--- src/sv/fis_pkg.sv ---
// ----------------------------------------------------------------------------
// fis_pkg
// Shared types and constants for the burner ignition sequencer.
// ----------------------------------------------------------------------------
package fis_pkg;

  localparam int LIMIT_WIDTH     = 8;
  localparam int CFG_INDEX_WIDTH = 8;
  localparam int CFG_DATA_WIDTH  = 8;
  localparam int IN_DATA_WIDTH   = 8;
  localparam int OUT_DATA_WIDTH  = 16;
  localparam int PHASE_WIDTH     = 3;

  localparam logic [LIMIT_WIDTH-1:0] INDUCER_LIMIT_RESET = 8'd5;
  localparam logic [LIMIT_WIDTH-1:0] IGNITOR_LIMIT_RESET = 8'd15;

  localparam logic [CFG_INDEX_WIDTH-1:0] REG_INDUCER_LIMIT = 8'd0;
  localparam logic [CFG_INDEX_WIDTH-1:0] REG_IGNITOR_LIMIT = 8'd1;

  localparam logic [PHASE_WIDTH-1:0] PHASE_IDLE     = 3'd0;
  localparam logic [PHASE_WIDTH-1:0] PHASE_PRESSURE = 3'd1;
  localparam logic [PHASE_WIDTH-1:0] PHASE_WARMUP   = 3'd2;
  localparam logic [PHASE_WIDTH-1:0] PHASE_START    = 3'd3;
  localparam logic [PHASE_WIDTH-1:0] PHASE_BURNING  = 3'd4;

  typedef logic [LIMIT_WIDTH-1:0] limit_t;
  typedef logic [PHASE_WIDTH-1:0] phase_t;

  typedef struct packed {
    limit_t seconds_left;
    phase_t phase_code;
    logic   running;
    logic   blower_on;
    logic   gas_valve_open;
    logic   ignitor_on;
    logic   inducer_on;
  } result_t;

endpackage

--- src/sv/furnace_ignition_sequencer_core.sv ---
// ----------------------------------------------------------------------------
// furnace_ignition_sequencer_core
// A result appears on the master side in the cycle after its accept.
// One request per cycle while m_tready is high; sole stage: output register.
// s_tready stays high while the output register is empty or being drained.
// Reset: run flag and timers clear, limits return to 5 s and 15 s,
// the button and flame history read as released and no flame.
// ----------------------------------------------------------------------------
module furnace_ignition_sequencer_core #(
  parameter int SECONDS_WIDTH = 8
) (
  input  logic                                clk,
  input  logic                                rst,
  input  logic                                s_tvalid,
  output logic                                s_tready,
  // [0] button_level, [1] pressure_level, [2] flame_level, [3] second_tick
  input  logic [fis_pkg::IN_DATA_WIDTH-1:0]   s_tdata,
  output logic                                m_tvalid,
  input  logic                                m_tready,
  // [0] inducer_on, [1] ignitor_on, [2] gas_valve_open, [3] blower_on,
  // [4] running, [7:5] phase_code, [15:8] seconds_left
  output logic [fis_pkg::OUT_DATA_WIDTH-1:0]  m_tdata,
  input  logic                                cfg_valid,
  output logic                                cfg_ready,
  input  logic [fis_pkg::CFG_INDEX_WIDTH-1:0] cfg_index,
  input  logic [fis_pkg::CFG_DATA_WIDTH-1:0]  cfg_data
);

  localparam int CW = (SECONDS_WIDTH > fis_pkg::LIMIT_WIDTH) ?
                      SECONDS_WIDTH : fis_pkg::LIMIT_WIDTH;

  typedef logic [SECONDS_WIDTH-1:0] sec_t;
  typedef logic [CW-1:0]            cmp_t;

  fis_pkg::limit_t inducer_limit;
  fis_pkg::limit_t ignitor_limit;

  logic run_flag;
  logic last_button;
  logic last_flame;
  logic last_gas_open;
  logic last_ignitor_on;
  logic inducer_started;
  sec_t inducer_seconds;
  logic ignitor_started;
  sec_t ignitor_seconds;

  logic              out_valid;
  fis_pkg::result_t  out_data;

  logic run_flag_next;
  logic inducer_started_next;
  sec_t inducer_seconds_next;
  logic ignitor_started_next;
  sec_t ignitor_seconds_next;
  fis_pkg::result_t  result;

  logic btn, pres, flame_lvl, flame, tick, accept;
  sec_t ind_t, ign_t, ign_cur;
  cmp_t ind_cmp, ign_cmp, ind_lim_cmp, ign_lim_cmp, ign_half_cmp;
  fis_pkg::limit_t ign_half;
  logic run0, ind_ok, ign_ok, ind_on, ign_on, gas, blower;

  assign btn       = s_tdata[0];
  assign pres      = s_tdata[1];
  assign flame_lvl = s_tdata[2];
  assign tick      = s_tdata[3];
  assign flame     = ~flame_lvl;

  assign s_tready  = ~out_valid | m_tready;
  assign accept    = s_tvalid & s_tready;
  assign cfg_ready = 1'b1;
  assign m_tvalid  = out_valid;
  assign m_tdata   = out_data;

  assign ign_half     = ignitor_limit >> 1;
  assign ind_lim_cmp  = cmp_t'(inducer_limit);
  assign ign_lim_cmp  = cmp_t'(ignitor_limit);
  assign ign_half_cmp = cmp_t'(ign_half);

  always_comb begin
    ind_t = inducer_seconds;
    if (tick && inducer_started && (inducer_seconds != '1)) begin
      ind_t = inducer_seconds + sec_t'(1);
    end
    ign_t = ignitor_seconds;
    if (tick && ignitor_started && (ignitor_seconds != '1)) begin
      ign_t = ignitor_seconds + sec_t'(1);
    end

    run0    = run_flag ^ (last_button & ~btn);
    ind_cmp = cmp_t'(ind_t);
    ind_ok  = ~inducer_started | (ind_cmp < ind_lim_cmp) | pres;
    ind_on  = run0 & ind_ok;

    ign_cmp = cmp_t'(ign_t);
    ign_ok  = ind_on & pres & (~ignitor_started | (ign_cmp < ign_lim_cmp));
    ign_on  = ign_ok;
    ign_cur = (ign_ok & ~ignitor_started) ? '0 : ign_t;

    gas    = run0 & pres & ((ign_on & (cmp_t'(ign_cur) > ign_half_cmp)) | flame);
    blower = run0 & pres & flame;

    run_flag_next = run0 & ind_ok;
    if (run0 && !gas && last_gas_open) begin
      run_flag_next = 1'b0;
    end
    if (last_gas_open && !last_ignitor_on && !flame) begin
      run_flag_next = 1'b0;
    end
    if (!last_flame && !flame) begin
      run_flag_next = 1'b0;
    end

    inducer_started_next = inducer_started | ind_on;
    inducer_seconds_next = inducer_started ? ind_t : '0;
    ignitor_started_next = ignitor_started | ign_ok;
    ignitor_seconds_next = ign_cur;

    if (!run_flag_next) begin
      ind_on               = 1'b0;
      ign_on               = 1'b0;
      gas                  = 1'b0;
      blower               = 1'b0;
      inducer_started_next = 1'b0;
      inducer_seconds_next = '0;
      ignitor_started_next = 1'b0;
      ignitor_seconds_next = '0;
    end

    result.inducer_on     = ind_on;
    result.ignitor_on     = ign_on;
    result.gas_valve_open = gas;
    result.blower_on      = blower;
    result.running        = run_flag_next;
    result.phase_code     = fis_pkg::PHASE_IDLE;
    result.seconds_left   = '0;
    if (ind_on && !pres) begin
      result.phase_code = fis_pkg::PHASE_PRESSURE;
      if (cmp_t'(inducer_seconds_next) < ind_lim_cmp) begin
        result.seconds_left = inducer_limit - fis_pkg::limit_t'(inducer_seconds_next);
      end
    end else if (ign_on && !gas) begin
      result.phase_code = fis_pkg::PHASE_WARMUP;
      if (cmp_t'(ignitor_seconds_next) < ign_half_cmp) begin
        result.seconds_left = ign_half - fis_pkg::limit_t'(ignitor_seconds_next);
      end
    end else if (ign_on && gas && !flame) begin
      result.phase_code = fis_pkg::PHASE_START;
      if (cmp_t'(ignitor_seconds_next) < ign_lim_cmp) begin
        result.seconds_left = ignitor_limit - fis_pkg::limit_t'(ignitor_seconds_next);
      end
    end else if (pres && flame && blower && gas) begin
      result.phase_code = fis_pkg::PHASE_BURNING;
    end
  end

  always_ff @(posedge clk) begin
    if (rst) begin
      inducer_limit   <= fis_pkg::INDUCER_LIMIT_RESET;
      ignitor_limit   <= fis_pkg::IGNITOR_LIMIT_RESET;
      run_flag        <= 1'b0;
      last_button     <= 1'b1;
      last_flame      <= 1'b1;
      last_gas_open   <= 1'b0;
      last_ignitor_on <= 1'b0;
      inducer_started <= 1'b0;
      inducer_seconds <= '0;
      ignitor_started <= 1'b0;
      ignitor_seconds <= '0;
      out_valid       <= 1'b0;
    end else begin
      if (cfg_valid && cfg_ready) begin
        case (cfg_index)
          fis_pkg::REG_INDUCER_LIMIT: inducer_limit <= cfg_data;
          fis_pkg::REG_IGNITOR_LIMIT: ignitor_limit <= cfg_data;
          default: ;
        endcase
      end
      if (accept) begin
        run_flag        <= run_flag_next;
        last_button     <= btn;
        last_flame      <= flame_lvl;
        last_gas_open   <= result.gas_valve_open;
        last_ignitor_on <= result.ignitor_on;
        inducer_started <= inducer_started_next;
        inducer_seconds <= inducer_seconds_next;
        ignitor_started <= ignitor_started_next;
        ignitor_seconds <= ignitor_seconds_next;
        out_valid       <= 1'b1;
      end else if (m_tready) begin
        out_valid <= 1'b0;
      end
    end
  end

  always_ff @(posedge clk) begin
    if (accept) begin
      out_data <= result;
    end
  end

  a_accept_gives_result: assert property (@(posedge clk) disable iff (rst)
    accept |=> m_tvalid)
    else $error("accepted request produced no result");

  a_stopped_timers_clear: assert property (@(posedge clk) disable iff (rst)
    !run_flag |-> (!inducer_started && !ignitor_started &&
                   inducer_seconds == '0 && ignitor_seconds == '0))
    else $error("timers active while stopped");

  a_gas_needs_run: assert property (@(posedge clk) disable iff (rst)
    out_valid && out_data.gas_valve_open |-> out_data.running && out_data.inducer_on)
    else $error("gas open without run flag and inducer");

  a_burning_relays: assert property (@(posedge clk) disable iff (rst)
    out_valid && out_data.phase_code == fis_pkg::PHASE_BURNING |->
      out_data.blower_on && out_data.gas_valve_open && out_data.seconds_left == '0)
    else $error("burning phase with wrong relays");

  a_ignitor_needs_start: assert property (@(posedge clk) disable iff (rst)
    accept && result.ignitor_on |=> ignitor_started && inducer_started)
    else $error("ignitor on without started timers");

endmodule

--- config.mk ---
export PLATFORM = sky130hd
export DESIGN_NAME = furnace_ignition_sequencer_core
export DESIGN_NICKNAME = d
export VERILOG_FILES = /design/src/sv/fis_pkg.sv /design/src/sv/furnace_ignition_sequencer_core.sv
export SDC_FILE = /design/constraint.sdc
export NUM_CORES = 1
export LEC_CHECK = 0
export ABC_AREA = 0
export BUFFER_PORTS_ARGS = -buffer_cell sky130_fd_sc_hd__buf_4
export CORE_MARGIN = 4
export CORE_UTILIZATION = 40
export DETAILED_ROUTE_END_ITERATION = 8
export PLACE_DENSITY = 0.61
export REMOVE_ABC_BUFFERS = 1
export SETUP_SLACK_MARGIN = 0.2
export SYNTH_ARGS = -nofsm -noshare
export SYNTH_HDL_FRONTEND = slang
export SYNTH_SLANG_ARGS = --single-unit
--- constraint.sdc ---
create_clock -name clk -period 7.6 [get_ports clk]
set_input_delay 0.76 -clock clk [delete_from_list [all_inputs] [get_ports clk]]
set_output_delay 0.76 -clock clk [all_outputs]
set_load 0.005 [all_outputs]
==> results.yml, run 1 <==
global_route:
  grt.overflow.total: 0
  grt_pass1_vias: 3591
  antenna_found_initial: 0
  grt_max_degree: 36
  grt_usage_pct: 17.2
  grt_pass1_wl_um: 17800
sta:
  timing_worst_slew_pin_value_ns: 0.969
  final_max_slew_viol_count: 0
  post-route-period-util_pct: 87.4
  fin_skew_ns: 0.0128
  max_freq_mhz: 151
  setup_viol: 0
  fin_tns_setup_ns: 0
  hold_viol: 0
  max_slew_margin_pct: 33.7
  fin_ws_ns: 0.961
  layout_min_cycle_time_ns: 6.64
  rsz0062_at_grt: "no"
layout:
  finalNetCount: 608
  final.fill_count: 1026
  postLayoutCellArea_um2: 4820
  antenna_cells: 0
  layout-drive-gt1-share_pct: 13.9
  areaGrowthSynthToFinish_pct: 12.7
power_and_ir_drop:
  p_int_mw: 0.418
  ir_worst_vdd_v: 0.0000783
  sw_frac_of_total_pct: 27.3
  leakagePower_nw: 1.97
  p_clk_share_pct: 30.4
  power.density_nw_per_um2: 119
  power_frac_seq_pct: 55.9
  power.switching_mw: 0.157
  p_comb_share_pct: 13.7
floorplanning:
  die_h_um: 111
  core-area_um2: 10400
  die_area_um2: 12400
  die_x_um: 111
  num_rows: 37
  num_io_pins: 48
  start_util_pct: 41.2
clocking:
  clkLatencyLatePin_ns: 0.32
  cts.hold.buffers_added: 0
  clockRootBuffer: "clkbuf_8"
  clock_path_buffers: 2
  cts_tree: "built"
  cts.sinks: 56
  post_cts_buffers: 0
  htree_levels: 2
  cts_resized: 0
  path_clk_slew_ns: 0.11
  numCtsBuffers: 5
run:
  drv_cap: 0
route:
  vias: 3624
  drc: 0
  antenna_left: 0
  vias_per_cell: 5.43
  wire_per_inst_um: 15.8
  initialDrtViolationCount: 162
  first_pass_iters: 5
  wirelength_um: 10500
placed_design:
  dp_hpwl_um: 8480
  pre_cts_slack_ns: 0.919
  portBuffers: 42
  gp_congestion: 0.920
  post_dp_cell_area_um2: 4720
worst_setup_path:
  crit_required_ns: 7.63
  critical_path_class: "reg2reg"
  cp.arrival_ns: 6.67
  cp-end-kind: "flip-flop"
  crit_path_start_kind: "flip-flop"
  crit_fanout: 16
synth:
  async_flop_share_pct: 0
  avgSynthCellArea_um2: 8.69
  synth_flop_cell: "dfxtp_1"
  synth_edf_count: 16
  yosysSeqAreaShare_pct: 30.0
  syn_area_um2: 4270
  ys_warn_count: 0
  ys_types: 69
  synthCells: 492
  ys_ff_latch: 56
hold_path:
  hp-class: "reg2reg"
run_status:
  status: "complete, no violations"
[cell usage after synthesis, drive strengths merged (5+ instances only)]
cell / count / area, um^2
a21o: 7 / 52.6
nand3: 18 / 90.1
nand2b: 7 / 43.8
dfxtp: 40 / 801
clkbuf: 10 / 38.8
and2: 10 / 62.6
inv: 37 / 139
nor2b: 10 / 70.1
o221ai: 6 / 70.1
o21ai: 13 / 65.1
xnor2: 22 / 193
nor2: 34 / 128
a21boi: 5 / 37.5
edfxtp: 16 / 480
xor2: 6 / 52.6
nand2: 65 / 246
ha: 46 / 576
nor3: 9 / 45.0
nand4: 13 / 87.6
a21oi: 36 / 188
mux2i: 13 / 130
o21a: 5 / 37.5
[layout by cell type, fill, tap and decap left out, types with 3 or more instances in the layout]
master    instances
o211ai_1          4
nor2b_1           9
a21oi_1          34
nor2_1           34
o21ai_0          13
nand2_1          64
nor3_1            9
a211o_1           4
a21boi_0          5
dfxtp_1          40
buf_4            45
xor2_1            6
inv_1            37
clkbuf_8          5
o221ai_1          5
or3_1             3
nor3b_1           3
o21a_1            5
o21bai_1          3
nand4_1          12
ha_1             46
and3_1            4
nand2b_1          7
edfxtp_1         16
and2_1            9
nand3_1          18
fa_1              3
mux2i_1          13
xnor2_1          22
a21o_1            7
[routing by layer]
layer,part of all wire [%],GRT usage [%],routed length [um]
met1,46,22.9,4850
met2,48,29.4,5030
met3,4.9,2.77,511
met4,1.1,4.22,120
met5,0,0,0
[through the flow]
step	power, mW	util, %	hold WS [ns]	cells
after global placement	0.406	45.5	0.444	659
after floorplan	0.366	-	0.425	478
after detailed placement	0.407	45.5	0.456	659
final	0.574	46.5	0.477	667
after global routing	0.604	46.5	0.502	667
after CTS	0.584	46.5	0.482	667
[sequential cells by signal, summed over array words and instances (netlist names), 8 cells and up]
name / count
ign_lim_cmp: 8
ignitor_seconds: 8
ind_lim_cmp: 8
inducer_seconds: 8
m_tdata: 16
[power by group through the flow]
stage	clock (mW)	sequential (mW)	combinational, mW
floorplan	0	0.328	0.0377
global placement	0	0.328	0.0780
detailed placement	0	0.328	0.0788
CTS	0.183	0.321	0.0790
global route	0.195	0.322	0.0867
finish	0.174	0.321	0.0785
[worst paths after layout]
kind | from | endpoint | slack [ns] | cells past startpoint
max reg2reg | inducer_seconds[0] | m_tdata[11] | 0.96 | 25
min | last_button | last_button | 0.48 | 2
min reg2reg | last_button | last_button | 0.48 | 2
max | inducer_seconds[0] | m_tdata[11] | 0.96 | 25
[cell type report]
type	instances	area [um^2]	share of cell area, %
Clock inverter	3	26.3	0.545
Timing Repair Buffer	45	338	7.01
Inverter	37	139	2.88
Multi-Input combinational cell	385	2790	58.0
Sequential cell	56	1280	26.6
Tap cell	136	170	3.53
Clock buffer	5	68.8	1.43
[worst max-delay path, stage by stage (launching register included)]
cell,delay [ns]
dfxtp_1,0.38
ha_1,0.27
and4_1,0.24
a21oi_2,0.35
nand4_1,0.25
nor2_1,0.17
xor2_1,0.28
ha_1,0.32
a21oi_1,0.17
o21ai_0,0.15
a2111oi_2,0.49
nand2_2,0.21
a211oi_1,0.23
buf_4,0.25
and2_1,0.18
ha_1,0.19
inv_1,0.06
fa_1,0.39
a21o_1,0.17
a21oi_1,0.20
nand2b_1,0.13
a21boi_0,0.11
o21a_1,0.21
o311ai_1,0.57
or3_1,0.25
o221ai_1,0.13
[kinds of logic (layout without fill, tap and decap cells)]
family,after synthesis,count (layout),share of synthesized area [%]
AO/OA/AOI/OAI,109,109,19.8
other,1,1,0.0877
AND/OR/NAND/NOR,182,182,21.0
buffers and inverters,51,90,4.65
multiplexers,16,16,3.92
adder cells (fa/ha/maj),49,49,14.9
flip-flops,56,56,30.0
XOR/XNOR,28,28,5.74
No activity file was read; power rests on OpenSTA's default activity.
==> run 2, diff against run 1 <==
--- a/config.mk
+++ b/config.mk
@@ -10,6 +10,8 @@
 export CORE_MARGIN = 4
 export CORE_UTILIZATION = 40
+export CTS_CLUSTER_SIZE = 12
 export DETAILED_ROUTE_END_ITERATION = 8
 export PLACE_DENSITY = 0.61
+export RECOVER_POWER = 25
 export REMOVE_ABC_BUFFERS = 1
 export SETUP_SLACK_MARGIN = 0.2
==> constraint.sdc (replaced) <==
create_clock -name clk -period 7.6 [get_ports clk]
set_input_delay 0.76 -clock clk [delete_from_list [all_inputs] [get_ports clk]]
set_output_delay 0.76 -clock clk [all_outputs]
set_load 0.05 [all_outputs]
==> run 2 against run 1 <==
Effect of this change:
- the run now ends with max-capacitance violations, max-slew violations left
- sequential power hardly changed
- first-iteration DRC count is 13% lower
- clock skew is 0.00091 ns higher
- via count is 0.66% higher
- utilization is 0.76 points lower
- register-to-register slack worse by 0.04 ns
- count of clock-buffer cells in the layout stayed put
- worst setup slack worse by 0.043 ns
- power is 3.2% higher
==> results.yml, run 2 (synthesized netlist as in run 1, its figures left out) <==
clocking:
  cts_tree: "built"
  clockRootBuffer: "clkbuf_8"
  cts.hold.buffers_added: 0
  clock_path_buffers: 2
  numCtsBuffers: 5
  cts.sinks: 56
  path_clk_slew_ns: 0.11
  clkLatencyLatePin_ns: 0.32
  cts_resized: 0
  post_cts_buffers: 0
  htree_levels: 2
worst_setup_path:
  critical_path_class: "reg2reg"
  r2r_start: "inducer_seconds[0]"
  crit_fanout: 16
  cp-startpoint: "inducer_seconds[0]"
  cp.arrival_ns: 6.71
  crit_required_ns: 7.63
  cp-end-kind: "flip-flop"
  crit_path_start_kind: "flip-flop"
route:
  drc: 0
  initialDrtViolationCount: 141
  wl_met3_um: 447
  wire_per_inst_um: 15.8
  antenna_left: 0
  route.met2.wl_um: 5000
  maxUsedRoutingLayer: "met4"
  vias: 3648
  wirelength_um: 10500
  vias_per_cell: 5.47
  first_pass_iters: 4
  met1_length_um: 4990
floorplanning:
  start_util_pct: 41.2
  die_h_um: 111
  die_x_um: 111
  num_io_pins: 48
  core-area_um2: 10400
  num_rows: 37
  die_area_um2: 12400
sta:
  setup_viol: 0
  rsz0062_at_grt: "no"
  final_max_slew_viol_count: 36
  max_slew_margin_pct: -13.3
  layout_min_cycle_time_ns: 6.68
  timing_worst_slew_pin_value_ns: 1.70
  fin_tns_setup_ns: 0
  hold_viol: 0
  post-route-period-util_pct: 87.9
  fin_skew_ns: 0.0137
  max_freq_mhz: 150
hold_path:
  holdCritStartpoint: "last_button"
  hp-class: "reg2reg"
layout:
  layout-drive-gt1-share_pct: 10.2
  largest_reg_flops: 16
  final_common_cell: "nand2_1"
  antenna_cells: 0
  finalNetCount: 608
  final.fill_count: 1051
  final_util_pct: 45.7
  areaGrowthSynthToFinish_pct: 10.9
  layout_common_cells: "64 x nand2_1, 46 x ha_1, 40 x dfxtp_1"
placed_design:
  gp_congestion: 0.920
  dp_hpwl_um: 8480
  portBuffers: 42
global_route:
  grt_pass1_vias: 3591
  antenna_found_initial: 0
  grt_max_degree: 36
  grt.overflow.total: 0
  grt_pass1_wl_um: 17800
  grt_usage_pct: 17.2
power_and_ir_drop:
  power.switching_mw: 0.181
  p_clk_share_pct: 29.5
  p_comb_share_pct: 16.3
  power.density_nw_per_um2: 125
  leakagePower_nw: 1.90
  p_int_mw: 0.412
  sw_frac_of_total_pct: 30.5
  power_frac_seq_pct: 54.2
  ir_worst_vdd_v: 0.0000783
run_status:
  status: "complete, but fails checks"
  violations: "max-capacitance violations, max-slew violations"
run:
  drv_cap: 1
## run 2: cell count changes in the layout (fill, tap and decap cells not counted), sizes merged
cell,delta
buf,-21
clkbuf,+21
## run 2: path summary, 6_finish.rpt
path | depth (start not counted) | to | slack, ns
min reg2reg | 2 | last_button | 0.48
max reg2reg | 25 | m_tdata[11] | 0.92
max | 25 | m_tdata[11] | 0.92
min | 2 | last_button | 0.48
## run 2: per-layer routing
layer	vias up	GRT usage, %
met2	68	29.4
met5	-	0
met4	0	4.22
li1	1839	-
met1	1730	22.9
met3	11	2.77
## run 2: layout make-up
class	count	area (um^2)	share of cell area (%)
Timing Repair Buffer	45	267	5.62
Sequential cell	56	1280	27.0
Clock buffer	5	68.8	1.45
Clock inverter	3	26.3	0.555
Multi-Input combinational cell	385	2790	58.8
Tap cell	136	170	3.59
Inverter	37	139	2.93
## run 2: power by group through the flow
stage               clock network [mW]  logic, mW  registers [mW]
CTS                              0.183      0.103           0.321
global route                     0.195      0.105           0.322
detailed placement                   0      0.103           0.328
finish                           0.175     0.0966           0.321
global placement                     0      0.102           0.328
floorplan                            0     0.0395           0.350
## run 2: worst max-delay path: stages (launching register included)
cell	delay [ns]
dfxtp_1	0.38
ha_1	0.27
and4_1	0.24
a21oi_2	0.35
nand4_1	0.25
nor2_1	0.17
xor2_1	0.28
ha_1	0.32
a21oi_1	0.17
o21ai_0	0.15
a2111oi_2	0.52
nand2_2	0.22
a211oi_1	0.22
buf_4	0.25
and2_1	0.18
ha_1	0.19
inv_1	0.06
fa_1	0.39
a21o_1	0.17
a21oi_1	0.20
nand2b_1	0.13
a21boi_0	0.11
o21a_1	0.21
o311ai_1	0.57
or3_1	0.25
o221ai_1	0.13
## run 2: through the flow
step / instances / power, mW / setup slack, ns / cell area, um^2 / hold slack [ns]
2_1_floorplan: 478 / 0.390 / 1.37 / 4210 / 0.425
5_1_grt: 667 / 0.621 / 0.357 / 4740 / 0.502
3_3_place_gp: 659 / 0.430 / 1.01 / 4720 / 0.444
4_1_cts: 667 / 0.608 / 0.970 / 4820 / 0.482
3_5_place_dp: 659 / 0.431 / 0.919 / 4720 / 0.456
6_report: 667 / 0.593 / 0.918 / 4740 / 0.476
